### src/rtl/core/lebuf_pkg.sv
// lebuf_pkg: shared constants, command type and result sequencing functions
// for the line edit input buffer. No dependencies.
`default_nettype none
package lebuf_pkg;

  localparam int LINE_DEPTH  = 512;
  localparam int IDX_W       = $clog2(LINE_DEPTH);
  localparam int QUEUE_DEPTH = 4;
  localparam int QPTR_W      = $clog2(QUEUE_DEPTH);

  // input modes
  localparam logic [1:0] MODE_KEY     = 2'd0;
  localparam logic [1:0] MODE_READ    = 2'd1;
  localparam logic [1:0] MODE_DISCARD = 2'd2;

  // destinations
  localparam logic DEST_ECHO   = 1'b0;
  localparam logic DEST_READER = 1'b1;

  // character codes
  localparam logic [7:0] KEY_DELETE    = 8'h7f;
  localparam logic [7:0] KEY_BACKSPACE = 8'h08;
  localparam logic [7:0] KEY_CR        = 8'h0d;
  localparam logic [7:0] KEY_NL        = 8'h0a;
  localparam logic [7:0] CHAR_O        = 8'h6f;
  localparam logic [7:0] CHAR_K        = 8'h6b;
  localparam logic [7:0] CHAR_SPACE    = 8'h20;

  // command kinds handed from front to back
  localparam logic [2:0] CMD_ECHO      = 3'd0;  // echo one key
  localparam logic [2:0] CMD_DELETE    = 3'd1;  // BS, space, BS
  localparam logic [2:0] CMD_READ      = 3'd2;  // one byte to reader
  localparam logic [2:0] CMD_NL_READ   = 3'd3;  // NL echo, then byte to reader
  localparam logic [2:0] CMD_PROMPT    = 3'd4;  // o, k, space
  localparam logic [2:0] CMD_NL_PROMPT = 3'd5;  // NL, o, k, space

  typedef struct packed {
    logic [2:0] kind;
    logic [7:0] data;
  } cmd_t;

  // index of the final result of a command
  function automatic logic [1:0] seq_last(input logic [2:0] kind);
    logic [1:0] n;
    case (kind)
      CMD_ECHO:      n = 2'd0;
      CMD_DELETE:    n = 2'd2;
      CMD_READ:      n = 2'd0;
      CMD_NL_READ:   n = 2'd1;
      CMD_PROMPT:    n = 2'd2;
      CMD_NL_PROMPT: n = 2'd3;
      default:       n = 2'd0;
    endcase
    return n;
  endfunction

  function automatic logic [7:0] seq_byte(input logic [2:0] kind, input logic [1:0] step,
                                          input logic [7:0] data);
    logic [7:0] b;
    b = data;
    case (kind)
      CMD_ECHO:    b = data;
      CMD_DELETE:  b = (step == 2'd1) ? CHAR_SPACE : KEY_BACKSPACE;
      CMD_READ:    b = data;
      CMD_NL_READ: b = (step == 2'd0) ? KEY_NL : data;
      CMD_PROMPT: begin
        case (step)
          2'd0:    b = CHAR_O;
          2'd1:    b = CHAR_K;
          default: b = CHAR_SPACE;
        endcase
      end
      CMD_NL_PROMPT: begin
        case (step)
          2'd0:    b = KEY_NL;
          2'd1:    b = CHAR_O;
          2'd2:    b = CHAR_K;
          default: b = CHAR_SPACE;
        endcase
      end
      default: b = data;
    endcase
    return b;
  endfunction

  function automatic logic seq_dest(input logic [2:0] kind, input logic [1:0] step);
    logic d;
    d = DEST_ECHO;
    if (kind == CMD_READ) d = DEST_READER;
    if (kind == CMD_NL_READ && step == 2'd1) d = DEST_READER;
    return d;
  endfunction

endpackage
`default_nettype wire

### src/rtl/core/lebuf_req_if.sv
// lebuf_req_if: input channel of the line edit input buffer.
// Payload is mode and key byte; no dependencies.
`default_nettype none
interface lebuf_req_if;
  logic       valid;
  logic       ready;
  logic [1:0] mode;
  logic [7:0] key_byte;

  modport source (output valid, output mode, output key_byte, input ready);
  modport sink   (input valid, input mode, input key_byte, output ready);
endinterface
`default_nettype wire

### src/rtl/core/lebuf_rsp_if.sv
// lebuf_rsp_if: result channel of the line edit input buffer.
// Payload is destination, byte and last flag; no dependencies.
`default_nettype none
interface lebuf_rsp_if;
  logic       valid;
  logic       ready;
  logic       destination;
  logic [7:0] out_byte;
  logic       last;

  modport source (output valid, output destination, output out_byte, output last,
                  input ready);
  modport sink   (input valid, input destination, input out_byte, input last,
                  output ready);
endinterface
`default_nettype wire

### src/rtl/core/line_edit_input_buffer.sv
// line_edit_input_buffer: terminal line editor, top level.
// Path: the first result of an item passes the front register, the queue and
// the output register; a full queue or a stalled output can hold it on the way.
// Results: one result per cycle out of the back end while the output is not
// stalled; an item gives 0 to 4 results there, while the front takes one item
// per cycle as long as the 4-entry command queue has room.
// Reset (synchronous, rst high): indices zero, not collecting, queue and output empty.
`default_nettype none
module line_edit_input_buffer (
  input  wire logic   clk,
  input  wire logic   rst,
  lebuf_req_if.sink   req,
  lebuf_rsp_if.source rsp
);

  // Front: owns write/read indices, the collecting flag and the 512-byte
  // line store. Each accepted item is classified at once and the indices
  // updated, so the next item sees the new state in the following cycle.
  // Store reads for reader answers are issued at acceptance; a CR that
  // writes the same entry it reads is bypassed to NL.
  logic            push_valid;
  logic            push_ready;
  lebuf_pkg::cmd_t push_cmd;

  // Queue: decouples the front from the back so keys keep flowing while
  // multi-byte echoes (delete, prompt) drain.
  logic            pop_valid;
  logic            pop;
  lebuf_pkg::cmd_t pop_cmd;

  lebuf_front u_front (
    .clk        (clk),
    .rst        (rst),
    .req        (req),
    .push_valid (push_valid),
    .push_ready (push_ready),
    .push_cmd   (push_cmd)
  );

  lebuf_queue u_queue (
    .clk        (clk),
    .rst        (rst),
    .push_valid (push_valid),
    .push_ready (push_ready),
    .push_cmd   (push_cmd),
    .pop_valid  (pop_valid),
    .pop        (pop),
    .pop_cmd    (pop_cmd)
  );

  // Back: steps through the command's byte sequence into the output
  // register; last is set on the command's final byte.
  lebuf_back u_back (
    .clk       (clk),
    .rst       (rst),
    .pop_valid (pop_valid),
    .pop       (pop),
    .pop_cmd   (pop_cmd),
    .rsp       (rsp)
  );

endmodule
`default_nettype wire

### src/rtl/core/lebuf_front.sv
// lebuf_front: accepts items, keeps indices and the line store, classifies
// each item into a command. Depends on lebuf_pkg and lebuf_req_if.
`default_nettype none
module lebuf_front (
  input  wire logic            clk,
  input  wire logic            rst,
  lebuf_req_if.sink            req,
  output logic                 push_valid,
  input  wire logic            push_ready,
  output lebuf_pkg::cmd_t      push_cmd
);

  logic [7:0] mem [lebuf_pkg::LINE_DEPTH];
  logic [7:0] mem_q;

  logic [lebuf_pkg::IDX_W-1:0] wr, rd, wr_next, rd_next, wr_inc, rd_inc;
  logic collecting, collecting_next;

  logic       accept;
  logic       has_result;
  logic [2:0] kind;
  logic       mem_we;
  logic [7:0] mem_wdata;
  logic       use_mem;
  logic       bypass;

  logic       s2_valid;
  logic [2:0] s2_kind;
  logic [7:0] s2_key;
  logic       s2_use_mem;
  logic       s2_bypass;

  function automatic logic [lebuf_pkg::IDX_W-1:0] idx_inc(
      input logic [lebuf_pkg::IDX_W-1:0] i);
    logic [lebuf_pkg::IDX_W-1:0] r;
    if (i == lebuf_pkg::IDX_W'(lebuf_pkg::LINE_DEPTH - 1)) r = '0;
    else r = i + 1'b1;
    return r;
  endfunction

  assign req.ready = !s2_valid || push_ready;
  assign accept    = req.valid && req.ready;
  assign wr_inc    = idx_inc(wr);
  assign rd_inc    = idx_inc(rd);
  assign mem_wdata = (req.key_byte == lebuf_pkg::KEY_CR) ? lebuf_pkg::KEY_NL : req.key_byte;

  always_comb begin
    wr_next         = wr;
    rd_next         = rd;
    collecting_next = collecting;
    has_result      = 1'b0;
    kind            = lebuf_pkg::CMD_ECHO;
    mem_we          = 1'b0;
    use_mem         = 1'b0;
    bypass          = 1'b0;
    case (req.mode)
      lebuf_pkg::MODE_KEY: begin
        if (collecting) begin
          if (req.key_byte == lebuf_pkg::KEY_CR) begin
            mem_we          = 1'b1;
            has_result      = 1'b1;
            collecting_next = 1'b0;
            if (rd != wr_inc) begin
              // line done: answer the pending read, store may alias the NL
              kind    = lebuf_pkg::CMD_NL_READ;
              use_mem = 1'b1;
              bypass  = (rd == wr);
              wr_next = wr_inc;
              rd_next = rd_inc;
            end else begin
              // line wrapped onto the read index: prompt again
              kind            = lebuf_pkg::CMD_NL_PROMPT;
              wr_next         = '0;
              rd_next         = '0;
              collecting_next = 1'b1;
            end
          end else if (req.key_byte == lebuf_pkg::KEY_DELETE) begin
            if (wr != '0) begin
              has_result = 1'b1;
              kind       = lebuf_pkg::CMD_DELETE;
              wr_next    = wr - 1'b1;
            end
          end else begin
            has_result = 1'b1;
            kind       = lebuf_pkg::CMD_ECHO;
            mem_we     = 1'b1;
            wr_next    = wr_inc;
          end
        end
      end
      lebuf_pkg::MODE_READ: begin
        if (!collecting) begin
          has_result = 1'b1;
          if (rd != wr) begin
            kind    = lebuf_pkg::CMD_READ;
            use_mem = 1'b1;
            rd_next = rd_inc;
          end else begin
            kind            = lebuf_pkg::CMD_PROMPT;
            wr_next         = '0;
            rd_next         = '0;
            collecting_next = 1'b1;
          end
        end
      end
      lebuf_pkg::MODE_DISCARD: begin
        rd_next = wr;
      end
      default: begin
      end
    endcase
  end

  always_ff @(posedge clk) begin
    if (rst) begin
      wr         <= '0;
      rd         <= '0;
      collecting <= 1'b0;
    end else if (accept) begin
      wr         <= wr_next;
      rd         <= rd_next;
      collecting <= collecting_next;
    end
  end

  // line store: write at write index, registered read at read index
  always_ff @(posedge clk) begin
    if (accept && mem_we) mem[wr] <= mem_wdata;
    if (accept && has_result) mem_q <= mem[rd];
  end

  always_ff @(posedge clk) begin
    if (rst) begin
      s2_valid <= 1'b0;
    end else if (accept && has_result) begin
      s2_valid <= 1'b1;
    end else if (push_ready) begin
      s2_valid <= 1'b0;
    end
  end

  always_ff @(posedge clk) begin
    if (accept && has_result) begin
      s2_kind    <= kind;
      s2_key     <= req.key_byte;
      s2_use_mem <= use_mem;
      s2_bypass  <= bypass;
    end
  end

  assign push_valid    = s2_valid;
  assign push_cmd.kind = s2_kind;
  assign push_cmd.data = s2_use_mem ? (s2_bypass ? lebuf_pkg::KEY_NL : mem_q) : s2_key;

endmodule
`default_nettype wire

### src/rtl/core/lebuf_queue.sv
// lebuf_queue: short command queue between front and back.
// Depends on lebuf_pkg.
`default_nettype none
module lebuf_queue (
  input  wire logic             clk,
  input  wire logic             rst,
  input  wire logic             push_valid,
  output logic                  push_ready,
  input  wire lebuf_pkg::cmd_t  push_cmd,
  output logic                  pop_valid,
  input  wire logic             pop,
  output lebuf_pkg::cmd_t       pop_cmd
);

  lebuf_pkg::cmd_t entries [lebuf_pkg::QUEUE_DEPTH];
  logic [lebuf_pkg::QPTR_W-1:0] wptr, rptr;
  logic [lebuf_pkg::QPTR_W:0]   count;
  logic do_push, do_pop;

  assign push_ready = (count != (lebuf_pkg::QPTR_W+1)'(lebuf_pkg::QUEUE_DEPTH));
  assign pop_valid  = (count != '0);
  assign do_push    = push_valid && push_ready;
  assign do_pop     = pop && pop_valid;
  assign pop_cmd    = entries[rptr];

  always_ff @(posedge clk) begin
    if (rst) begin
      wptr  <= '0;
      rptr  <= '0;
      count <= '0;
    end else begin
      if (do_push) wptr <= wptr + 1'b1;
      if (do_pop)  rptr <= rptr + 1'b1;
      if (do_push && !do_pop) count <= count + 1'b1;
      else if (do_pop && !do_push) count <= count - 1'b1;
    end
  end

  always_ff @(posedge clk) begin
    if (do_push) entries[wptr] <= push_cmd;
  end

endmodule
`default_nettype wire

### src/rtl/core/lebuf_back.sv
// lebuf_back: expands queued commands into result items, one per cycle while
// not stalled, through an output register. Depends on lebuf_pkg, lebuf_rsp_if.
`default_nettype none
module lebuf_back (
  input  wire logic             clk,
  input  wire logic             rst,
  input  wire logic             pop_valid,
  output logic                  pop,
  input  wire lebuf_pkg::cmd_t  pop_cmd,
  lebuf_rsp_if.source           rsp
);

  logic [1:0] step;
  logic       load;
  logic       at_last;
  logic       out_valid;
  logic       out_dest;
  logic [7:0] out_data;
  logic       out_last;

  assign load    = pop_valid && (!out_valid || rsp.ready);
  assign at_last = (step == lebuf_pkg::seq_last(pop_cmd.kind));
  assign pop     = load && at_last;

  always_ff @(posedge clk) begin
    if (rst) begin
      step      <= '0;
      out_valid <= 1'b0;
    end else begin
      if (load) begin
        out_valid <= 1'b1;
        step      <= at_last ? 2'd0 : step + 1'b1;
      end else if (rsp.ready) begin
        out_valid <= 1'b0;
      end
    end
  end

  always_ff @(posedge clk) begin
    if (load) begin
      out_dest <= lebuf_pkg::seq_dest(pop_cmd.kind, step);
      out_data <= lebuf_pkg::seq_byte(pop_cmd.kind, step, pop_cmd.data);
      out_last <= at_last;
    end
  end

  assign rsp.valid       = out_valid;
  assign rsp.destination = out_dest;
  assign rsp.out_byte    = out_data;
  assign rsp.last        = out_last;

endmodule
`default_nettype wire

### src/flat_wrapper.sv
// flat-port wrapper written by rule: the top's interface ports become plain ports
module line_edit_input_buffer_flat 
  (clk, rst, req_valid, req_mode, req_key_byte, req_ready, rsp_valid, rsp_destination, rsp_out_byte, rsp_last, rsp_ready);
  lebuf_req_if req_i ();
  lebuf_rsp_if rsp_i ();
  input  wire logic clk;
  input  wire logic rst;
  input wire logic [$bits(req_i.valid)-1:0] req_valid;
  input wire logic [$bits(req_i.mode)-1:0] req_mode;
  input wire logic [$bits(req_i.key_byte)-1:0] req_key_byte;
  output wire logic [$bits(req_i.ready)-1:0] req_ready;
  output wire logic [$bits(rsp_i.valid)-1:0] rsp_valid;
  output wire logic [$bits(rsp_i.destination)-1:0] rsp_destination;
  output wire logic [$bits(rsp_i.out_byte)-1:0] rsp_out_byte;
  output wire logic [$bits(rsp_i.last)-1:0] rsp_last;
  input wire logic [$bits(rsp_i.ready)-1:0] rsp_ready;
  assign req_i.valid = req_valid;
  assign req_i.mode = req_mode;
  assign req_i.key_byte = req_key_byte;
  assign req_ready = req_i.ready;
  assign rsp_valid = rsp_i.valid;
  assign rsp_destination = rsp_i.destination;
  assign rsp_out_byte = rsp_i.out_byte;
  assign rsp_last = rsp_i.last;
  assign rsp_i.ready = rsp_ready;
  line_edit_input_buffer u_core (.clk(clk), .rst(rst), .req(req_i), .rsp(rsp_i));
endmodule
### config.mk
export PLATFORM = sky130hd
export DESIGN_NAME = line_edit_input_buffer_flat
export DESIGN_NICKNAME = d
export VERILOG_FILES = /design/src/rtl/core/lebuf_pkg.sv /design/src/rtl/core/lebuf_req_if.sv /design/src/rtl/core/lebuf_rsp_if.sv /design/src/rtl/core/line_edit_input_buffer.sv /design/src/rtl/core/lebuf_front.sv /design/src/rtl/core/lebuf_queue.sv /design/src/rtl/core/lebuf_back.sv /design/src/flat_wrapper.sv
export SDC_FILE = /design/constraint.sdc
export NUM_CORES = 2
export LEC_CHECK = 0
export ABC_AREA = 0
export BUFFER_PORTS_ARGS = -buffer_cell sky130_fd_sc_hd__buf_2
export CAP_MARGIN = 20
export CORE_MARGIN = 4
export CORE_UTILIZATION = 50
export DETAILED_ROUTE_END_ITERATION = 8
export GPL_ROUTABILITY_DRIVEN = 0
export PLACE_DENSITY = 0.73
export SLEW_MARGIN = 10
export SYNTH_ARGS = -nofsm -noshare
export SYNTH_HDL_FRONTEND = slang
export SYNTH_MEMORY_MAX_BITS = 65536
export SYNTH_SLANG_ARGS = --single-unit
### constraint.sdc
create_clock -name clk -period 25.2 [get_ports clk]
set_input_delay 2.52 -clock clk [delete_from_list [all_inputs] [get_ports clk]]
set_output_delay 2.52 -clock clk [all_outputs]
set_load 0.005 [all_outputs]
==> flow_summary.json <==
{
  "grt-ovfl-total": 0,
  "postCtsHoldBufs": 0,
  "synth_top_flop_cell": "edfxtp_1",
  "max-vdd-ir-drop_v": 0.0000621,
  "drv_cap": 0,
  "hp-class": "register to register",
  "yosysSeqAreaShare": 0.768,
  "total_power_mw": 14.6,
  "rows": 210,
  "use_met1": 0.317,
  "dr_total_vias": 77833,
  "async_reset_ff_frac": 0,
  "rsz0062_at_grt": "false",
  "grt_start_max_net_pins": 224,
  "crit_type": "input pin to register",
  "viasPerCell": 6.39,
  "synth.net_count": 7428,
  "cts_sinks": 4202,
  "finalHoldViolCount": 0,
  "antenna_found_initial": 15,
  "syn_to_final_growth_pct": 11.1,
  "synth_edf_count": 4170,
  "die_w_um": 581,
  "core_um2": 327000,
  "tightest_slew_ns": 1.36,
  "skew_ns": 0.0767,
  "finalInstanceArea_um2": 182000,
  "route.detailed.drc": 0,
  "cts_buffers": 410,
  "use_met2": 0.356,
  "synthCells": 7391,
  "fin_tns_setup_ns": 0,
  "slew_viol_final": 0,
  "min_period_ns": 6.92,
  "drtAntennaViolNets": 0,
  "ys_types": 77,
  "grt_pass1_vias": 79179,
  "drive_gt1_frac": 0.254,
  "maxSlewHeadroom": 0.0900,
  "nNetsFinal": 7535,
  "cp.required_ns": 25.82,
  "crit_arrival_ns": 7.54,
  "floorplan.io_pins": 26,
  "fmax_ghz": 0.145,
  "dp_hpwl_um": 218000,
  "dr.pass1.iters": 6,
  "place_area_um2": 169000,
  "use_met3": 0.0449,
  "layout_setup_ws_ns": 18.28,
  "end_kind": "register",
  "fin_crit_sh": 0.275,
  "power_density_nw_per_um2": 79.9,
  "grt_pass1_wl_um": 560000,
  "clock_latency_ns": 0.96,
  "ctsHtreeMaxLevel": 5,
  "start_util": 0.502,
  "crit_path_max_fanout": 223,
  "fin_cells": 12183,
  "clockBufferDepth": 4,
  "dieHeight_um": 581,
  "avgRoutedWirePerCell_um": 31.2,
  "io_buffers": 25,
  "cts_resized": 0,
  "dpl.cell_count": 11426,
  "wirelength_um": 380000,
  "syn_area_per_cell_um2": 22.2,
  "place_ws_ns": 17.13,
  "grt_usage": 0.224,
  "synth_area_um2": 164000,
  "cts_setup_buffers": 0,
  "clk_pin_slew_worst_paths_ns": 0.06,
  "cp-start-kind": "input pin",
  "setup_violations": 0,
  "busiest_layer": "met2",
  "cts_tree": "done",
  "hold_ws_ns": 0.476,
  "first_iter_violations": 11431,
  "fin_util": 0.557,
  "cts_root_buf": "clkbuf_16",
  "ys_warn_count": 0,
  "synth-seq-cells": 4202,
  "p_leak_nw": 53.8,
  "dieArea_um2": 337000,
  "outcome": "finished clean"
}
==> cell usage in the layout (no fill, tap or decap), types with 9 or more instances in the layout <==
master	count
edfxtp_1	4170
mux4_2	1203
nor2_1	546
clkbuf_16	411
nand2_1	163
mux2i_1	148
buf_4	109
a22oi_1	94
clkinv_1	90
clkbuf_1	79
clkinv_2	68
nand3_1	59
o211ai_1	59
bufinv_16	45
a21oi_1	39
o21ai_0	35
nor3_1	30
inv_1	29
o21ai_1	29
dfxtp_1	26
ha_1	22
a221oi_1	20
buf_2	20
nor2b_1	18
a22o_1	16
clkinvlp_4	16
xor2_1	15
buf_12	15
o22ai_1	14
clkinv_16	14
and2_1	13
a31oi_1	13
nand2b_1	11
a211oi_1	11
o22a_1	10
nand2_4	10
xnor2_1	9
==> registers in the layout (all words and copies together) (netlist names), 3 cells and up, named ones only <==
| name | count |
|---|---|
| u_core.u_front.mem | 4096 |
| u_core.u_queue.entries | 44 |
| u_core.u_front.rd | 9 |
| u_core.u_front.wr | 9 |
| u_core.u_back.rsp.out_byte | 8 |
| u_core.u_front.mem_q | 8 |
| u_core.u_front.s2_key | 8 |
| u_core.u_front.s2_kind | 3 |
| u_core.u_queue.count | 3 |
==> critical path: stages <==
cell,delay [ns]
buf_8,0.70
nor4_1,0.15
nand2b_1,0.42
and2_4,0.51
buf_16,0.29
buf_4,0.80
buf_12,0.78
buf_4,0.86
==> metal layers <==
| metal | wire length [µm] | up-vias | share of wire |
|---|---|---|---|
| met1 | 144000 | 41245 | 0.38 |
| met4 | 13200 | 6 | 0.035 |
| met5 | 215 | - | 0.00057 |
| met3 | 36400 | 750 | 0.096 |
| li1 | - | 31281 | - |
| met2 | 186000 | 4551 | 0.49 |
==> synth_stat cells, drive strengths merged, types with 21 or more instances <==
library cell	count	area, µm²
inv	30	113
nand3	65	325
clkbuf	219	822
ha	22	275
a22oi	94	706
dfxtp	32	641
nor2b	21	131
o21ai	64	320
mux2i	149	1500
mux4	1203	27100
nand2	173	649
o211ai	59	443
buf	244	1480
edfxtp	4170	125000
a221oi	21	190
a21oi	39	195
nor3	34	175
nor2	549	2060
==> cell families after synthesis <==
| kind of cell | after synthesis | synth area share |
|---|---|---|
| buffers and inverters | 493 | 0.0147 |
| AND/OR/NAND/NOR | 915 | 0.0234 |
| flip-flops | 4202 | 0.768 |
| adder cells (fa/ha/maj) | 23 | 0.00180 |
| AO/OA/AOI/OAI | 381 | 0.0167 |
| XOR/XNOR | 25 | 0.00142 |
| multiplexers | 1352 | 0.174 |
==> power by group <==
group / internal [mW] / switching [mW] / total, mW
clock network: 3.49 / 2.63 / 6.12
registers: 7.70 / 0.0157 / 7.71
logic: 0.308 / 0.416 / 0.724
total: 11.5 / 3.06 / 14.6
==> final cells by class <==
type                    count  area (µm²)
clock inverters           253        2840
diodes                      4        10.0
inverters                  30         113
clock buffers             494       10600
flip-flops and latches   4202      126000
multi-input cells        2696       35900
fillers                 23160      145000
well taps                4346        5440
repair buffers            158        1420
==> path summary, 6_finish.rpt <==
kind,startpoint,to,slack (ns),cells past startpoint
min reg2reg,u_core.u_back.rsp.valid,u_core.u_back.rsp.valid,0.48,2
min,u_core.u_back.rsp.valid,u_core.u_back.rsp.valid,0.48,2
max reg2reg,u_core.u_front.rd[0],u_core.u_front.mem_q[7],18.53,9
max,req_key_byte[4],u_core.u_front.mem[202][0],18.28,8
Note: power is estimated with default switching activity, not from simulation.
